<file path="src/hw/rtl/lfaq_pkg.sv">
// lfaq_pkg: shared widths, request kind codes and control structs for the
// linear function argmax query block; no dependencies
package lfaq_pkg;

	localparam int MAX_LINES_DEF = 1024;

	localparam int KIND_W = 2;
	localparam int BASE_W = 31;
	localparam int RATE_W = 31;
	localparam int DAY_W  = 31;
	localparam int IDX_W  = 11;
	localparam int VAL_W  = 62;
	localparam int LINE_W = BASE_W + RATE_W;

	localparam logic [KIND_W-1:0] KIND_APPEND = 2'd0;
	localparam logic [KIND_W-1:0] KIND_QUERY  = 2'd1;
	localparam logic [KIND_W-1:0] KIND_CLEAR  = 2'd2;
	localparam logic [KIND_W-1:0] KIND_NONE   = 2'd3;

	typedef struct packed {
		logic start;
		logic valid;
	} eval_ctl_t;

endpackage

</file>
<file path="src/hw/rtl/lfaq_eval.sv">
// lfaq_eval: shared multiply, add and compare unit that keeps the running best line
// depends on lfaq_pkg
module lfaq_eval #(
	parameter int CW = 11
) (
	input  logic                          clk,
	input  logic                          arst_n,
	input  lfaq_pkg::eval_ctl_t           ctl,
	input  logic [lfaq_pkg::BASE_W-1:0]   base,
	input  logic [lfaq_pkg::RATE_W-1:0]   rate,
	input  logic [lfaq_pkg::DAY_W-1:0]    day,
	input  logic [CW-1:0]                 idx,
	output logic [lfaq_pkg::VAL_W-1:0]    best_value,
	output logic [CW-1:0]                 best_idx,
	output logic                          busy
);

	logic                        v_s2;
	logic [lfaq_pkg::VAL_W-1:0]  prod_s2;
	logic [lfaq_pkg::BASE_W-1:0] base_s2;
	logic [CW-1:0]               idx_s2;

	logic                        v_s3;
	logic [lfaq_pkg::VAL_W-1:0]  sum_s3;
	logic [CW-1:0]               idx_s3;

	logic                        have_q;
	logic [lfaq_pkg::VAL_W-1:0]  best_val_q;
	logic [CW-1:0]               best_idx_q;
	logic                        take;

	// multiply stage
	always_ff @(posedge clk or negedge arst_n) begin
		if (!arst_n) begin
			v_s2 <= 1'b0;
		end else begin
			v_s2 <= ctl.valid;
		end
	end

	always_ff @(posedge clk) begin
		prod_s2 <= lfaq_pkg::VAL_W'(rate) * lfaq_pkg::VAL_W'(day);
		base_s2 <= base;
		idx_s2  <= idx;
	end

	// add stage
	always_ff @(posedge clk or negedge arst_n) begin
		if (!arst_n) begin
			v_s3 <= 1'b0;
		end else begin
			v_s3 <= v_s2;
		end
	end

	always_ff @(posedge clk) begin
		sum_s3 <= prod_s2 + lfaq_pkg::VAL_W'(base_s2);
		idx_s3 <= idx_s2;
	end

	// strictly greater keeps the lowest index on ties
	assign take = v_s3 && (!have_q || (sum_s3 > best_val_q));

	always_ff @(posedge clk or negedge arst_n) begin
		if (!arst_n) begin
			have_q <= 1'b0;
		end else if (ctl.start) begin
			have_q <= 1'b0;
		end else if (v_s3) begin
			have_q <= 1'b1;
		end
	end

	always_ff @(posedge clk) begin
		if (take) begin
			best_val_q <= sum_s3;
			best_idx_q <= idx_s3;
		end
	end

	assign best_value = best_val_q;
	assign best_idx   = best_idx_q;
	assign busy       = v_s2 | v_s3;

endmodule

</file>
<file path="config.mk">
export PLATFORM = sky130hd
export DESIGN_NAME = lfaq_eval
export DESIGN_NICKNAME = d
export VERILOG_FILES = /design/src/hw/rtl/lfaq_pkg.sv /design/src/hw/rtl/lfaq_eval.sv
export SDC_FILE = /design/constraint.sdc
export NUM_CORES = 2
export LEC_CHECK = 0
export BUFFER_PORTS_ARGS = -buffer_cell sky130_fd_sc_hd__buf_2
export CORE_UTILIZATION = 45
export CTS_CLUSTER_DIAMETER = 200
export DETAILED_ROUTE_END_ITERATION = 7
export PLACE_DENSITY = 0.6
export SLEW_MARGIN = 5
export SYNTH_ARGS = -nofsm -noshare
export SYNTH_HDL_FRONTEND = slang
export SYNTH_SLANG_ARGS = --single-unit
</file>
<file path="constraint.sdc">
create_clock -name clk -period 9.15 [get_ports clk]
set_input_delay 1.3725 -clock clk [delete_from_list [all_inputs] [get_ports clk]]
set_output_delay 1.3725 -clock clk [all_outputs]
set_load 0.01 [all_outputs]
</file>
# After elaboration in Yosys (flattened, before gate mapping)
# Index checks and enable logic that the tools add are counted.
# totals
ff_bits	253
out_inout_bits	74
word_cells	20
# op_classes
n_addsub	1
mul	1
magnitude_cmp	1
n_mux	2
n_bitwise	1
reduce_logical	4
# op_table
operator	n
adder 62 x 31 -> 62 bit	1
> comparator 62 bit	1
multiplier 31 x 31 -> 62 bit	1
2-to-1 mux 1 bit	2
nonzero test 2 bit	1
logical AND 1 bit	1
zero test 1 bit	1
logical OR 1 bit	1
bitwise OR 1 bit	1

# Depth between registers and ports, before layout
# depth
word_depth	3
ltp_mapped	29

# Least setup slack after synthesis
# OpenSTA, ideal clock, no wires.
# synth_path
kind	in2reg
startpoint	input rate[10] in the netlist's numbering
endpoint	register prod_s2[60] in the netlist's numbering
t_arrival_ns	8.292
t_required_ns	9.028
setup_slack_ns	0.736
stages	26
path_cell_list	clkbuf_1 > and2_1 > fa_1 > inv_1 > fa_1 > inv_1 > fa_1 > inv_1 > fa_1 > inv_1 > fa_1 > fa_1 > fa_1 > inv_1 > fa_1 > inv_1 > ha_1 > clkbuf_1 > nand3_1 > nor2_1 > o2111a_1 > nor3_2 > o41a_1 > o31a_1 > o41a_1 > a311o_1
# synth_via
elab_chain_len	1
# synth_lines
element	line	text
start, declared	lfaq_eval.sv:10	input logic [lfaq_pkg::RATE_W-1:0] rate,
multiplier 31 x 31 -> 62 bit	lfaq_eval.sv:42	prod_s2 <= lfaq_pkg::VAL_W'(rate) * lfaq_pkg::VAL_W'(day);
end signal, assigned	lfaq_eval.sv:42	
end, declared	lfaq_eval.sv:19	logic [lfaq_pkg::VAL_W-1:0] prod_s2;
# No other way between the ends.
# A chain may end at the register's enable or synchronous reset.

# Final worst setup path
# layout_path
startpoint	input day[9] in the netlist's numbering
endpoint	register prod_s2[60] in the netlist's numbering
# layout_via
elab_chain_len	1
# layout_lines
element	line	text
start, declared	lfaq_eval.sv:11	input logic [lfaq_pkg::DAY_W-1:0] day,
multiplier 31 x 31 -> 62 bit	lfaq_eval.sv:42	
# No other way between the ends.

==> out/results.tsv <==
metric	value	unit
status	completed	
min-delay worst type	flop to flop	
slowest stage delay, CP	610	ps
number of clock sinks	253	
count of input and output buffers	181	
Fin Clk Skew	17.4	ps
Worst Path Arrival	8900	ps
Initial Utilization	45.7	%
count leader, synth	inv_1	
worst-case hold path end point	idx_s3[1]	
Cell Rows	109	
YS warnings	0	
first-pass GRT wire length	173000	um
synthesized area per cell	9.59	um^2
Syn Inst Count	4229	
Slew Limit Fails	0	
post-synth top area share	41.3	%
Post-Layout Cell Count	5514	
CTS tree	done	
vias in the first global route	30200	
Cells after DPL	5476	
remaining global-route overflow	0	
initial antenna violation count	5	
Hold Crit Depth	0	
met1 Use GR	35.9	%
synth cell count leaders	inv_1, fa_1, nand2_1, and2_1, ha_1	
Slowest-stage cell, CP	fa_1	
DRT Wirelength	108000	um
Die ar.	91400	um^2
area delta synth->final	7.66	%
fill cell count	8437	
Worst-Margin Slew	1090	ps
most frequent cell on the critical path	fa_1	
setup_tns	0	ps
ys flop type	dfxtp_1	
die width	302	um
CTS resizes	0	
multi-input logic area	30800	um^2
MaxCap Viol Count	0	
final number of setup-violating endpoints	0	
largest net degree at the start of global routing	48	
drt initial violations	2085	
Mapped Nets	5523	
Mapped Area	40600	um^2
Worst-path clk slew	70	ps
Seq cells post-synth	253	
clock buffer depth	3	
fmax	118	MHz
Largest delay share family, worst path	adder cells	
Hold Buf Count CTS	0	
worst path cell trace	buf_2, and2_1, fa_1, fa_1, inv_1, fa_1, fa_1, inv_1, fa_1, fa_1, fa_1, inv_1, fa_1, inv_1, ha_1, nand3_1, nor2_1, o2111a_1, nor3_2, o41a_1, o31a_1, o41a_1, a311o_1	
Die Ht	302	um
ys async rst share	1.19	%
setup ws final	642	ps
clock period minus final worst setup slack	8510	ps
Placer Congestion	0.900	
Num CTS Buffers	20	
relative slew slack	27.0	%
Root Driver	clkbuf_16	
GR Layer Usage met3	3.55	%
Hold Crit Start	idx_s2[1]	
core region area	88800	um^2
Tot GR Track Use	24.5	%
Synth area leader	fa_1	
Buf/Inv on CP	5	
Tcrit/Tclk final	93.0	%
Pre-Repair DR Iteration Count	5	
Post-CTS Setup Inserts	0	
reg2reg end	best_idx[7]	
DP Worst Slack	143	ps
GR peak layer	met2	
Post-synth EDFFs	73	
sequential element share of the synthesized area	14.3	%
Ports	182	
Area contributors post-synth	fa_1, ha_1, dfxtp_1	
final hold violations	0	
Worst setup EP type	flop	
routed via count	28400	
final hold slack	327	ps
worst r2r src	best_value[57]	
CP max FO	31	
DPL Wire Length	90400	um
FF+latch area	5810	um^2
worst endpoint required time	9550	ps
clk_lat worst skew	510	ps
layout cell share with drive strength beyond 1	7.45	%
DRC violations left	0	
Synth cell types	64	
Wirelength per Cell	19.7	um
critical path launch point type	input pin	
Final #Nets	5627	
RSZ-0062 raised after global routing	no	
vias per inst	5.16	
reg-to-reg slack, setup	5020	ps
r2r worst-path depth	12	
GR Util met2	38.7	%
CTS H-Tree Depth	1	
crit path kind	input pin to flop	
post-route ant nets	0	
-- metal layers --
layer  wire length, um  up-vias
met5                32        -
met4              2360        4
met3              8010      108
met2             48200      933
met1             49800    14400
li1                  -    12900
-- cell usage in the layout (no fill, tap or decap), types with 12 or more instances in the layout --
master / count
a211oi_1: 13
a21o_1: 67
a21oi_1: 110
and2_1: 520
and3_1: 26
buf_2: 181
buf_4: 97
clkbuf_16: 20
dfxtp_1: 177
edfxtp_1: 73
fa_1: 838
ha_1: 348
inv_1: 866
nand2_1: 533
nand3_1: 33
nand4_1: 33
nor2_1: 58
nor2b_1: 15
nor3_1: 14
o21a_1: 12
o21ai_0: 44
o21ai_1: 19
o21bai_1: 18
xnor2_1: 87
xor2_1: 31
-- worst max-delay path by stage --
stage | startpoint | to | slack, ps | depth (start not counted)
floorplan | rate[10] | prod_s2[60] | 740 | 26
global placement | day[9] | prod_s2[60] | 230 | 21
detailed placement | day[9] | prod_s2[60] | 140 | 21
CTS | day[9] | prod_s2[60] | 690 | 21
global route | day[9] | prod_s2[60] | 380 | 21
finish | day[9] | prod_s2[60] | 640 | 23
-- layout make-up --
cell class              count  area share [%]
diodes                      2          0.0115
repair buffers            287            4.15
flip-flops and latches    253            13.3
clock inverters             7           0.129
multi-input cells        2905            70.4
clock buffers              29            1.22
inverters                 866            7.44
well taps                1165            3.34
-- kinds of logic (layout without fill, tap and decap cells) --
kind of cell    Yosys count  after routing  share of synthesized area (%)
simple gates           1262           1262                           15.8
fa+ha+maj              1186           1186                           52.1
buf+inv                1071           1189                           9.91
compound gates          339            339                           5.39
flops                   253            253                           14.3
xor+xnor                118            118                           2.55
other cells               0              2                              0
-- state kept, by name, summed over array words and instances, names as in the netlist --
name / count
have_q: 1
idx_s3: 11
prod_s2: 62
sum_s3: 62
best_idx: 11
base_s2: 31
v_s2: 1
idx_s2: 11
best_value: 62
v_s3: 1
-- metrics by stage --
stage	instance area, um^2	util [%]
final	43700	49.2
after global routing	43700	49.2
after CTS	43700	49.2
after detailed placement	43100	48.5
after global placement	43100	48.5
after floorplan	40600	-
Power is left out: the tool's default activity adds up to more than one toggle a clock period on the data nets, which glitch-free logic cannot reach.
