### config.mk
export PLATFORM = sky130hd
export DESIGN_NAME = lfaq_ram
export DESIGN_NICKNAME = d
export VERILOG_FILES = /design/src/hw/rtl/lfaq_ram.sv
export SDC_FILE = /design/constraint.sdc
export NUM_CORES = 1
export LEC_CHECK = 0
export ABC_AREA = 1
export BUFFER_PORTS_ARGS = -buffer_cell sky130_fd_sc_hd__buf_2
export CORE_AREA = 10 10 115 117
export DETAILED_ROUTE_END_ITERATION = 10
export DIE_AREA = 0 0 125 127
export GPL_ROUTABILITY_DRIVEN = 0
export PLACE_DENSITY = 0.77
export SETUP_SLACK_MARGIN = 0.15
export SYNTH_ARGS = -nofsm -noshare
export SYNTH_HDL_FRONTEND = slang
export SYNTH_SLANG_ARGS = --single-unit
### constraint.sdc
create_clock -name clk -period 1.31 [get_ports clk]
set_clock_uncertainty 0.2 [all_clocks]
set_input_delay 0.1965 -clock clk [delete_from_list [all_inputs] [get_ports clk]]
set_output_delay 0.1965 -clock clk [all_outputs]
set_load 0.1 [all_outputs]
### src/hw/rtl/lfaq_ram.sv
// lfaq_ram: generic single write port ram with registered read
// no dependencies
module lfaq_ram #(
	parameter int WIDTH = 8,
	parameter int DEPTH = 16,
	localparam int AW = (DEPTH > 1) ? $clog2(DEPTH) : 1
) (
	input  logic             clk,
	input  logic             we,
	input  logic [AW-1:0]    waddr,
	input  logic [WIDTH-1:0] wdata,
	input  logic             re,
	input  logic [AW-1:0]    raddr,
	output logic [WIDTH-1:0] rdata
);

	logic [WIDTH-1:0] mem_q [DEPTH];
	logic [WIDTH-1:0] rdata_q;

	always_ff @(posedge clk) begin
		if (we) begin
			mem_q[waddr] <= wdata;
		end
		if (re) begin
			rdata_q <= mem_q[raddr];
		end
	end

	assign rdata = rdata_q;

endmodule

# Word-level counts from Yosys, hierarchy flattened
# Memories as Yosys holds them, arrays and structs flattened. A register that Yosys moved wholly into a read port is not among the register bits.
# Index checks and enable logic that the tools add are counted.
# word_totals
regBits	0
ramBits	128
output_inout_bits	8
elab_cells	3
mem_count	1
# mem_list
memory	depth	width	read_ports	rd_clocked_by_memory_dff	wr	line	text
mem_q	16	8	1	1	1	17	logic [WIDTH-1:0] mem_q [DEPTH];
# classes
mux	2
# ops
operator	count
$mux W1	2

# Longest topological paths before layout
# Gate-level depths: netlist of the first run.
# logic_depth
depth_word	2
mapped_depth	8
mapped_depth_nobuf	7

# Worst setup path before layout of the first run
# Ideal clock, no wire load.
# synth_timing
path_kind	in2reg
start	input port waddr[3]
end	memory mem_q[4][0], enable pin
arrival_time_ns	0.777
slack_ns	-0.037
path_stages	2
path_buffers	0
path_cell_list	nand3b_1 nor2_1
# synth_lines
element	line	text
start: declaration	10	input logic [AW-1:0] waddr,
end: declaration	17	
# Straight into the memory's write port.

# Worst setup path after layout of the first run
# layout_timing
start	register rdata_q[5], in the netlist rdata[5], read port of mem_q
end	output port rdata[5]
# layout_lines
element	line	text
start: declaration	18	logic [WIDTH-1:0] rdata_q;
end: declaration	14	output logic [WIDTH-1:0] rdata
# No word-level cell between the ends.

==> flow_results.xml, run 1 <==
<?xml version="1.0" encoding="UTF-8"?>
<metrics>
  <group name="pwr">
    <metric name="power.density" unit="nW/um^2">1430</metric>
    <metric name="power.static_leakage" unit="nW">3.24</metric>
    <metric name="total_power" unit="W">0.0110</metric>
    <metric name="max-vdd-ir-drop" unit="uV">854</metric>
  </group>
  <group name="floorplanning">
    <metric name="die_height" unit="microns">127</metric>
    <metric name="die-width" unit="microns">125</metric>
    <metric name="die_outline_area" unit="sq um">15900</metric>
    <metric name="std_cell_rows" unit="">39</metric>
    <metric name="core_area" unit="sq um">11100</metric>
    <metric name="num_io_pins" unit="">27</metric>
    <metric name="starting_density_of_the_core" unit="%">52.6</metric>
  </group>
  <group name="finish">
    <metric name="final_nets" unit="">628</metric>
    <metric name="diodes_inserted" unit="">0</metric>
    <metric name="final_cell_mix" unit="">146 x sky130_fd_sc_hd__nand2_1, 136 x sky130_fd_sc_hd__edfxtp_1, 96 x sky130_fd_sc_hd__inv_1</metric>
    <metric name="layout.cells.most_common" unit="">sky130_fd_sc_hd__nand2_1</metric>
    <metric name="drive_above_1_share" unit="%">32.2</metric>
    <metric name="flow.area_growth_from_synthesis" unit="%">31.3</metric>
  </group>
  <group name="placement">
    <metric name="detailed_place_hpwl" unit="microns">8510</metric>
    <metric name="port-buffer-count" unit="">26</metric>
    <metric name="dp_worst_setup_slack" unit="ps">-296</metric>
  </group>
  <group name="sta">
    <metric name="timing.final.hold_violations" unit="">0</metric>
    <metric name="final_min_period_over_clock_period" unit="%">112</metric>
    <metric name="report.final.slew_viol_count" unit="">0</metric>
    <metric name="layout_min_cycle_time" unit="ps">1470</metric>
    <metric name="final-setup-viol-count" unit="">12</metric>
    <metric name="hold_slack" unit="ps">14.1</metric>
    <metric name="timing_worst_slew_pin_value" unit="ps">437</metric>
    <metric name="fmaxAchievable" unit="MHz">680</metric>
    <metric name="rsz0062_at_grt" unit="">yes</metric>
    <metric name="worst_slew_margin_rel" unit="%">70.8</metric>
    <metric name="final.setup.worst_slack" unit="ps">-162</metric>
  </group>
  <group name="drt">
    <metric name="detailed_route_vias_per_instance" unit="">5.53</metric>
    <metric name="drc_errors" unit="">0</metric>
    <metric name="routed_wirelength" unit="microns">15000</metric>
    <metric name="number_of_drc_violations_after_detailed_routing_iteration_0" unit="">603</metric>
    <metric name="wl_per_cell" unit="microns">19.6</metric>
    <metric name="detailroute.via_count" unit="">4232</metric>
    <metric name="detail-route-antenna-nets" unit="">0</metric>
    <metric name="drt-pass1-iter-count" unit="">5</metric>
  </group>
  <group name="global_route">
    <metric name="grt.overflow.total" unit="">0</metric>
    <metric name="number_of_antenna_violations_at_the_first_check_in_global_routing" unit="">0</metric>
    <metric name="gr-usage-all-layers" unit="%">17.8</metric>
    <metric name="first_pass_grt_wire_length" unit="microns">22000</metric>
    <metric name="largest_net_degree_at_the_start_of_global_routing" unit="">36</metric>
    <metric name="first_global_vias" unit="">4176</metric>
  </group>
  <group name="synthesis">
    <metric name="yosysTopAreaCell" unit="">sky130_fd_sc_hd__edfxtp_1</metric>
    <metric name="postSynthNetCount" unit="">570</metric>
    <metric name="syn_inst" unit="">551</metric>
    <metric name="synth-seq-area-share" unit="%">69.8</metric>
    <metric name="synth.distinct_cells" unit="">11</metric>
    <metric name="yosysWarnings" unit="">0</metric>
    <metric name="yosys.area.top_type_share" unit="%">69.8</metric>
    <metric name="avgSynthCellArea" unit="sq um">10.6</metric>
    <metric name="cell_area_synth" unit="sq um">5850</metric>
    <metric name="synth_area_leaders" unit="">sky130_fd_sc_hd__edfxtp_1 70%, sky130_fd_sc_hd__nand2_1 11%, sky130_fd_sc_hd__nand3_1 8.3%</metric>
    <metric name="synthesis_stage_register_bit_count" unit="">136</metric>
  </group>
  <group name="worst_setup_path">
    <metric name="critPathKind" unit="">reg2out</metric>
    <metric name="crit_path_start_kind" unit="">register</metric>
    <metric name="critical_path.max_stage_delay" unit="ps">450</metric>
    <metric name="cp-end-kind" unit="">output port</metric>
    <metric name="reg2reg_setup_slack" unit="ps">-50</metric>
    <metric name="timing.critical_path.fanout_max" unit="">1</metric>
    <metric name="master_of_the_slowest_instance_on_the_critical_path" unit="">sky130_fd_sc_hd__edfxtp_1</metric>
    <metric name="wp_data_arrival" unit="ps">1080</metric>
    <metric name="worst-path-buf-inv" unit="">1</metric>
    <metric name="cpLargestDelayFamily" unit="">flip-flops</metric>
    <metric name="required" unit="ps">910</metric>
    <metric name="critical_path.cell_chain" unit="">buf_12</metric>
  </group>
  <group name="clock_tree">
    <metric name="tritoncts" unit="">yes</metric>
    <metric name="clock_latency" unit="ps">430</metric>
    <metric name="clk_pin_slew" unit="ps">60</metric>
    <metric name="cts_num_sinks" unit="">136</metric>
    <metric name="cts_max_level" unit="">4</metric>
    <metric name="cts.root.buffer_cell" unit="">sky130_fd_sc_hd__clkbuf_16</metric>
    <metric name="cts_inserted_buffers" unit="">17</metric>
    <metric name="clock_tree.buffer_depth" unit="">2</metric>
  </group>
  <group name="outcome">
    <metric name="violations" unit="">negative setup slack</metric>
    <metric name="outcome" unit="">finished, violations left</metric>
  </group>
  <group name="hold_path">
    <metric name="holdCritPathClass" unit="">in2reg</metric>
  </group>
  <group name="job">
    <metric name="max_cap_violations" unit="">0</metric>
  </group>
</metrics>
worst paths after layout:
| kind | depth (start not counted) | to | startpoint |
|---|---|---|---|
| setup reg to reg | 6 | rdata[2] | mem_q[8][2] |
| hold / removal | 1 | mem_q[3][0] | wdata[0] |
| hold reg to reg | 6 | rdata[4] | mem_q[2][4] |
| setup / recovery | 1 | rdata[5] | rdata[5] |
metal layers:
layer | track usage, % | vias to the layer above | wire, microns
met1 | 20.9 | 2034 | 5720
met2 | 29.1 | 264 | 7530
met4 | 9.21 | 0 | 441
met5 | 0 | - | 0
li1 | - | 1899 | -
met3 | 5.50 | 35 | 1320
Yosys cell counts:
library cell and instances:
sky130_fd_sc_hd__buf_2 13, sky130_fd_sc_hd__buf_4 4, sky130_fd_sc_hd__buf_6 6, sky130_fd_sc_hd__nor2_1 17, sky130_fd_sc_hd__edfxtp_1 136, sky130_fd_sc_hd__nand3_1 97, sky130_fd_sc_hd__nand2_1 173, sky130_fd_sc_hd__buf_1 1
sky130_fd_sc_hd__inv_1 100, sky130_fd_sc_hd__nand3b_1 2, sky130_fd_sc_hd__inv_2 2
area by class of cell:
class                           count  area [sq um]
Clock buffer                       17           425
Tap cell                          143           179
Sequential cell                   136          4080
Fill cell                         692          3450
Clock inverter                     15           200
Inverter                          102           390
Multi-Input combinational cell    289          1690
Timing Repair Buffer               63           706
through the flow:
step,area (sq um),setup TNS (ps),util (%),cells
4_1_cts,7490,-1080,67.3,765
3_5_place_dp,6640,-19010,59.7,727
5_1_grt,7680,-1540,69.0,765
6_report,7680,-1080,69.0,765
3_3_place_gp,6640,-14480,59.7,727
2_1_floorplan,6060,0,-,551
worst register-to-register path, delay by kind of cell, from the launching register on:
| family | cells | cell delay (ps) |
|---|---|---|
| flops | 1 | 370 |
| buf+inv | 1 | 90 |
| simple gates | 5 | 450 |
state kept, by name, summed over array words and instances, names as in the netlist:
signal and count:
rdata 8, mem_q 128
repair_timing:
action                                 in CTS  in global routing
endpoints found under the hold margin      73                  0
buffers inserted                            0                  0
hold buffers                                6                  0
pin swaps                                  28                 33
gates resized for setup                    36                 44
setup endpoints to repair                  16                 16
kinds of logic after synthesis:
logic type,after synthesis,share of synthesized area (%)
and+or+nand+nor,289,20.8
DFF,136,69.8
buffers and inverters,126,9.39
power breakdown:
part	total [W]	internal [W]	switching, W
clock	0.00502	0.00318	0.00184
sequential	0.00495	0.00490	0.0000411
combinational	0.00104	0.000347	0.000696
(Power assumes the default switching activity.)
==> run 2, diff against run 1 <==
CORE_AREA = 4 4 100 102   (was 10 10 115 117)
DIE_AREA = 0 0 104 106   (was 0 0 125 127)
PLACE_DENSITY = 0.86   (was 0.77)
clock period = 1.7 ns   (was 1.31 ns; I/O delays follow)
==> run 2 against run 1 <==
The run now ends clean. Highest routed layer unchanged. Critical path depth did not move. Combinational power fell by 38%. Setup slack improved by 220 ps. Final cell count fell by 4.4%. Critical path type unchanged. Die area fell by 31%.
==> flow_results.xml, run 2 (synthesis results as in run 1) <==
<?xml version="1.0" encoding="UTF-8"?>
<metrics>
  <group name="sta">
    <metric name="layout_min_cycle_time" unit="ps">1640</metric>
    <metric name="report.final.slew_viol_count" unit="">0</metric>
    <metric name="fmaxAchievable" unit="MHz">610</metric>
    <metric name="timing_worst_slew_pin_value" unit="ps">591</metric>
    <metric name="final.setup.tns" unit="ps">0</metric>
    <metric name="worst_slew_margin_rel" unit="%">60.5</metric>
    <metric name="final_min_period_over_clock_period" unit="%">96.4</metric>
    <metric name="timing.final.hold_violations" unit="">0</metric>
    <metric name="rsz0062_at_grt" unit="">yes</metric>
    <metric name="final-setup-viol-count" unit="">0</metric>
  </group>
  <group name="job">
    <metric name="max_cap_violations" unit="">0</metric>
  </group>
  <group name="outcome">
    <metric name="outcome" unit="">finished clean</metric>
  </group>
  <group name="floorplanning">
    <metric name="die_height" unit="microns">106</metric>
    <metric name="num_io_pins" unit="">27</metric>
    <metric name="std_cell_rows" unit="">35</metric>
    <metric name="starting_density_of_the_core" unit="%">64.2</metric>
    <metric name="core_area" unit="sq um">9110</metric>
    <metric name="die-width" unit="microns">104</metric>
    <metric name="die_outline_area" unit="sq um">11000</metric>
  </group>
  <group name="global_route">
    <metric name="gr-usage-all-layers" unit="%">27.7</metric>
    <metric name="grt.busiest_layer" unit="">met2</metric>
    <metric name="grt.overflow.total" unit="">0</metric>
    <metric name="largest_net_degree_at_the_start_of_global_routing" unit="">54</metric>
    <metric name="number_of_antenna_violations_at_the_first_check_in_global_routing" unit="">0</metric>
    <metric name="global_route.usage.met3" unit="%">6.38</metric>
    <metric name="met2_usage" unit="%">44.5</metric>
    <metric name="first_global_vias" unit="">4309</metric>
    <metric name="first_pass_grt_wire_length" unit="microns">22900</metric>
    <metric name="met1_usage" unit="%">35.3</metric>
  </group>
  <group name="drt">
    <metric name="drc_errors" unit="">0</metric>
    <metric name="routed_wirelength" unit="microns">14600</metric>
    <metric name="drt-pass1-iter-count" unit="">6</metric>
    <metric name="detail-route-antenna-nets" unit="">0</metric>
    <metric name="wl_per_cell" unit="microns">19.9</metric>
    <metric name="detailed_route_vias_per_instance" unit="">5.88</metric>
    <metric name="number_of_drc_violations_after_detailed_routing_iteration_0" unit="">550</metric>
    <metric name="detailroute.via_count" unit="">4300</metric>
  </group>
  <group name="finish">
    <metric name="flow.area_growth_from_synthesis" unit="%">19.3</metric>
    <metric name="final_cell_area" unit="sq um">6970</metric>
    <metric name="flip_flop_count_of_the_largest_register_after_layout" unit="">128</metric>
    <metric name="final_nets" unit="">626</metric>
    <metric name="final.fill_count" unit="">514</metric>
    <metric name="final_cell_mix" unit="">173 x sky130_fd_sc_hd__nand2_1, 136 x sky130_fd_sc_hd__edfxtp_1, 100 x sky130_fd_sc_hd__inv_1</metric>
    <metric name="final_util" unit="%">76.6</metric>
    <metric name="largest_register" unit="">mem_q</metric>
    <metric name="diodes_inserted" unit="">0</metric>
    <metric name="layout.cells.most_common" unit="">sky130_fd_sc_hd__nand2_1</metric>
    <metric name="drive_above_1_share" unit="%">13.2</metric>
  </group>
  <group name="worst_setup_path">
    <metric name="reg2reg_from" unit="">mem_q[11][2]</metric>
    <metric name="path_depth" unit="">1</metric>
    <metric name="master_of_the_slowest_instance_on_the_critical_path" unit="">sky130_fd_sc_hd__edfxtp_1</metric>
    <metric name="critPathKind" unit="">reg2out</metric>
    <metric name="worst-path-buf-inv" unit="">1</metric>
    <metric name="r2r.worst_path.cells" unit="">6</metric>
    <metric name="cp-end-kind" unit="">output port</metric>
    <metric name="worst_setup_path_startpoint" unit="">rdata[3]</metric>
    <metric name="timing.critical_path.fanout_max" unit="">1</metric>
    <metric name="timing.rr.end" unit="">rdata[2]</metric>
    <metric name="wp_data_arrival" unit="ps">1180</metric>
    <metric name="crit_path_start_kind" unit="">register</metric>
    <metric name="cpLargestDelayFamily" unit="">flip-flops</metric>
    <metric name="endpoint" unit="">rdata[3]</metric>
    <metric name="required" unit="ps">1240</metric>
    <metric name="critical_path.max_stage_delay" unit="ps">440</metric>
    <metric name="critical_path.cell_chain" unit="">buf_6</metric>
    <metric name="reg2reg_setup_slack" unit="ps">250</metric>
  </group>
  <group name="placement">
    <metric name="port-buffer-count" unit="">26</metric>
    <metric name="placed_area" unit="sq um">6180</metric>
    <metric name="detailed_place_hpwl" unit="microns">8320</metric>
  </group>
  <group name="pwr">
    <metric name="power_frac_seq" unit="%">44.9</metric>
    <metric name="power.density" unit="nW/um^2">1210</metric>
    <metric name="power.share.switching" unit="%">21.8</metric>
    <metric name="max-vdd-ir-drop" unit="uV">925</metric>
    <metric name="switchingPower" unit="W">0.00185</metric>
    <metric name="p_comb_share" unit="%">7.6</metric>
    <metric name="total_power" unit="W">0.00847</metric>
    <metric name="power.static_leakage" unit="nW">3.04</metric>
    <metric name="internal-power" unit="W">0.00662</metric>
    <metric name="clockPowerShare" unit="%">47.5</metric>
  </group>
  <group name="clock_tree">
    <metric name="cts.root.buffer_cell" unit="">sky130_fd_sc_hd__clkbuf_8</metric>
    <metric name="tritoncts" unit="">yes</metric>
    <metric name="clock_latency" unit="ps">540</metric>
    <metric name="cts_inserted_buffers" unit="">17</metric>
    <metric name="cts_max_level" unit="">4</metric>
    <metric name="clk_pin_slew" unit="ps">60</metric>
    <metric name="cts_num_sinks" unit="">136</metric>
    <metric name="clock_tree.buffer_depth" unit="">2</metric>
  </group>
  <group name="hold_path">
    <metric name="holdCritPathClass" unit="">in2reg</metric>
  </group>
</metrics>
==> run 2: changes by cell type in the layout (fill, tap and decap cells not counted), moves of 4 or more <==
cell,previous run,this run
sky130_fd_sc_hd__nand3_1,35,97
sky130_fd_sc_hd__nand3_2,60,0
sky130_fd_sc_hd__nand2_1,146,173
sky130_fd_sc_hd__nand2_2,26,0
sky130_fd_sc_hd__buf_12,21,3
sky130_fd_sc_hd__nor2_1,0,17
sky130_fd_sc_hd__nor2_2,9,0
sky130_fd_sc_hd__nor2_4,8,0
sky130_fd_sc_hd__buf_6,0,7
sky130_fd_sc_hd__buf_4,18,23
sky130_fd_sc_hd__inv_1,96,100
==> run 2: how the worst min path moves through the flow <==
stage                   from          end  slack [ps]  cells after the start
floorplan           wdata[0]  mem_q[0][0]         150                      0
global placement          re     rdata[1]         410                      1
detailed placement        re     rdata[5]         430                      1
CTS                 raddr[3]     rdata[0]          40                      4
global route        raddr[2]     rdata[2]          90                      4
finish              raddr[3]     rdata[0]          50                      4
==> run 2: layer usage <==
| metal | wire length, microns | share of wire (%) |
|---|---|---|
| met1 | 5260 | 36 |
| met2 | 6950 | 48 |
| met3 | 1680 | 11 |
| met4 | 702 | 4.8 |
| met5 | 0 | 0 |
==> run 2: power by group through the flow <==
stage               Sequential, W  Combinational [W]  Clock (W)
floorplan                 0.00398           0.000265          0
finish                    0.00381           0.000642    0.00402
global route              0.00381           0.000683    0.00418
CTS                       0.00381           0.000628    0.00403
global placement          0.00387           0.000552          0
detailed placement        0.00387           0.000573          0
==> run 2: area by class of cell <==
type                    instances  area (sq um)  share of cell area [%]
inverters                     102           383                    5.49
multi-input cells             289          1210                    17.4
clock inverters                14           229                    3.28
flip-flops and latches        136          4080                    58.6
repair buffers                 61           507                    7.27
well taps                     111           139                    1.99
clock buffers                  18           418                    5.99
==> run 2: stage by stage <==
stage / setup WS [ps] / cells / hold slack, ps
floorplan: 294 / 551 / 154
global placement: 102 / 690 / 411
detailed placement: 59.4 / 690 / 428
CTS: 55.0 / 731 / 37.0
global route: 49.8 / 731 / 90.3
finish: 60.4 / 731 / 49.6
==> run 2: timing repair <==
item,in CTS,in global routing
endpoints found under the hold margin,136,0
resized for setup,16,1
endpoints found under the setup margin,8,8
gates cloned,0,0
setup buffers,0,0
hold buffers,9,0
==> run 2: worst min-delay path, cell delays in order <==
cell and delay (ps):
sky130_fd_sc_hd__buf_2 110, sky130_fd_sc_hd__buf_4 160, sky130_fd_sc_hd__nand3_1 90, sky130_fd_sc_hd__nand2_1 60
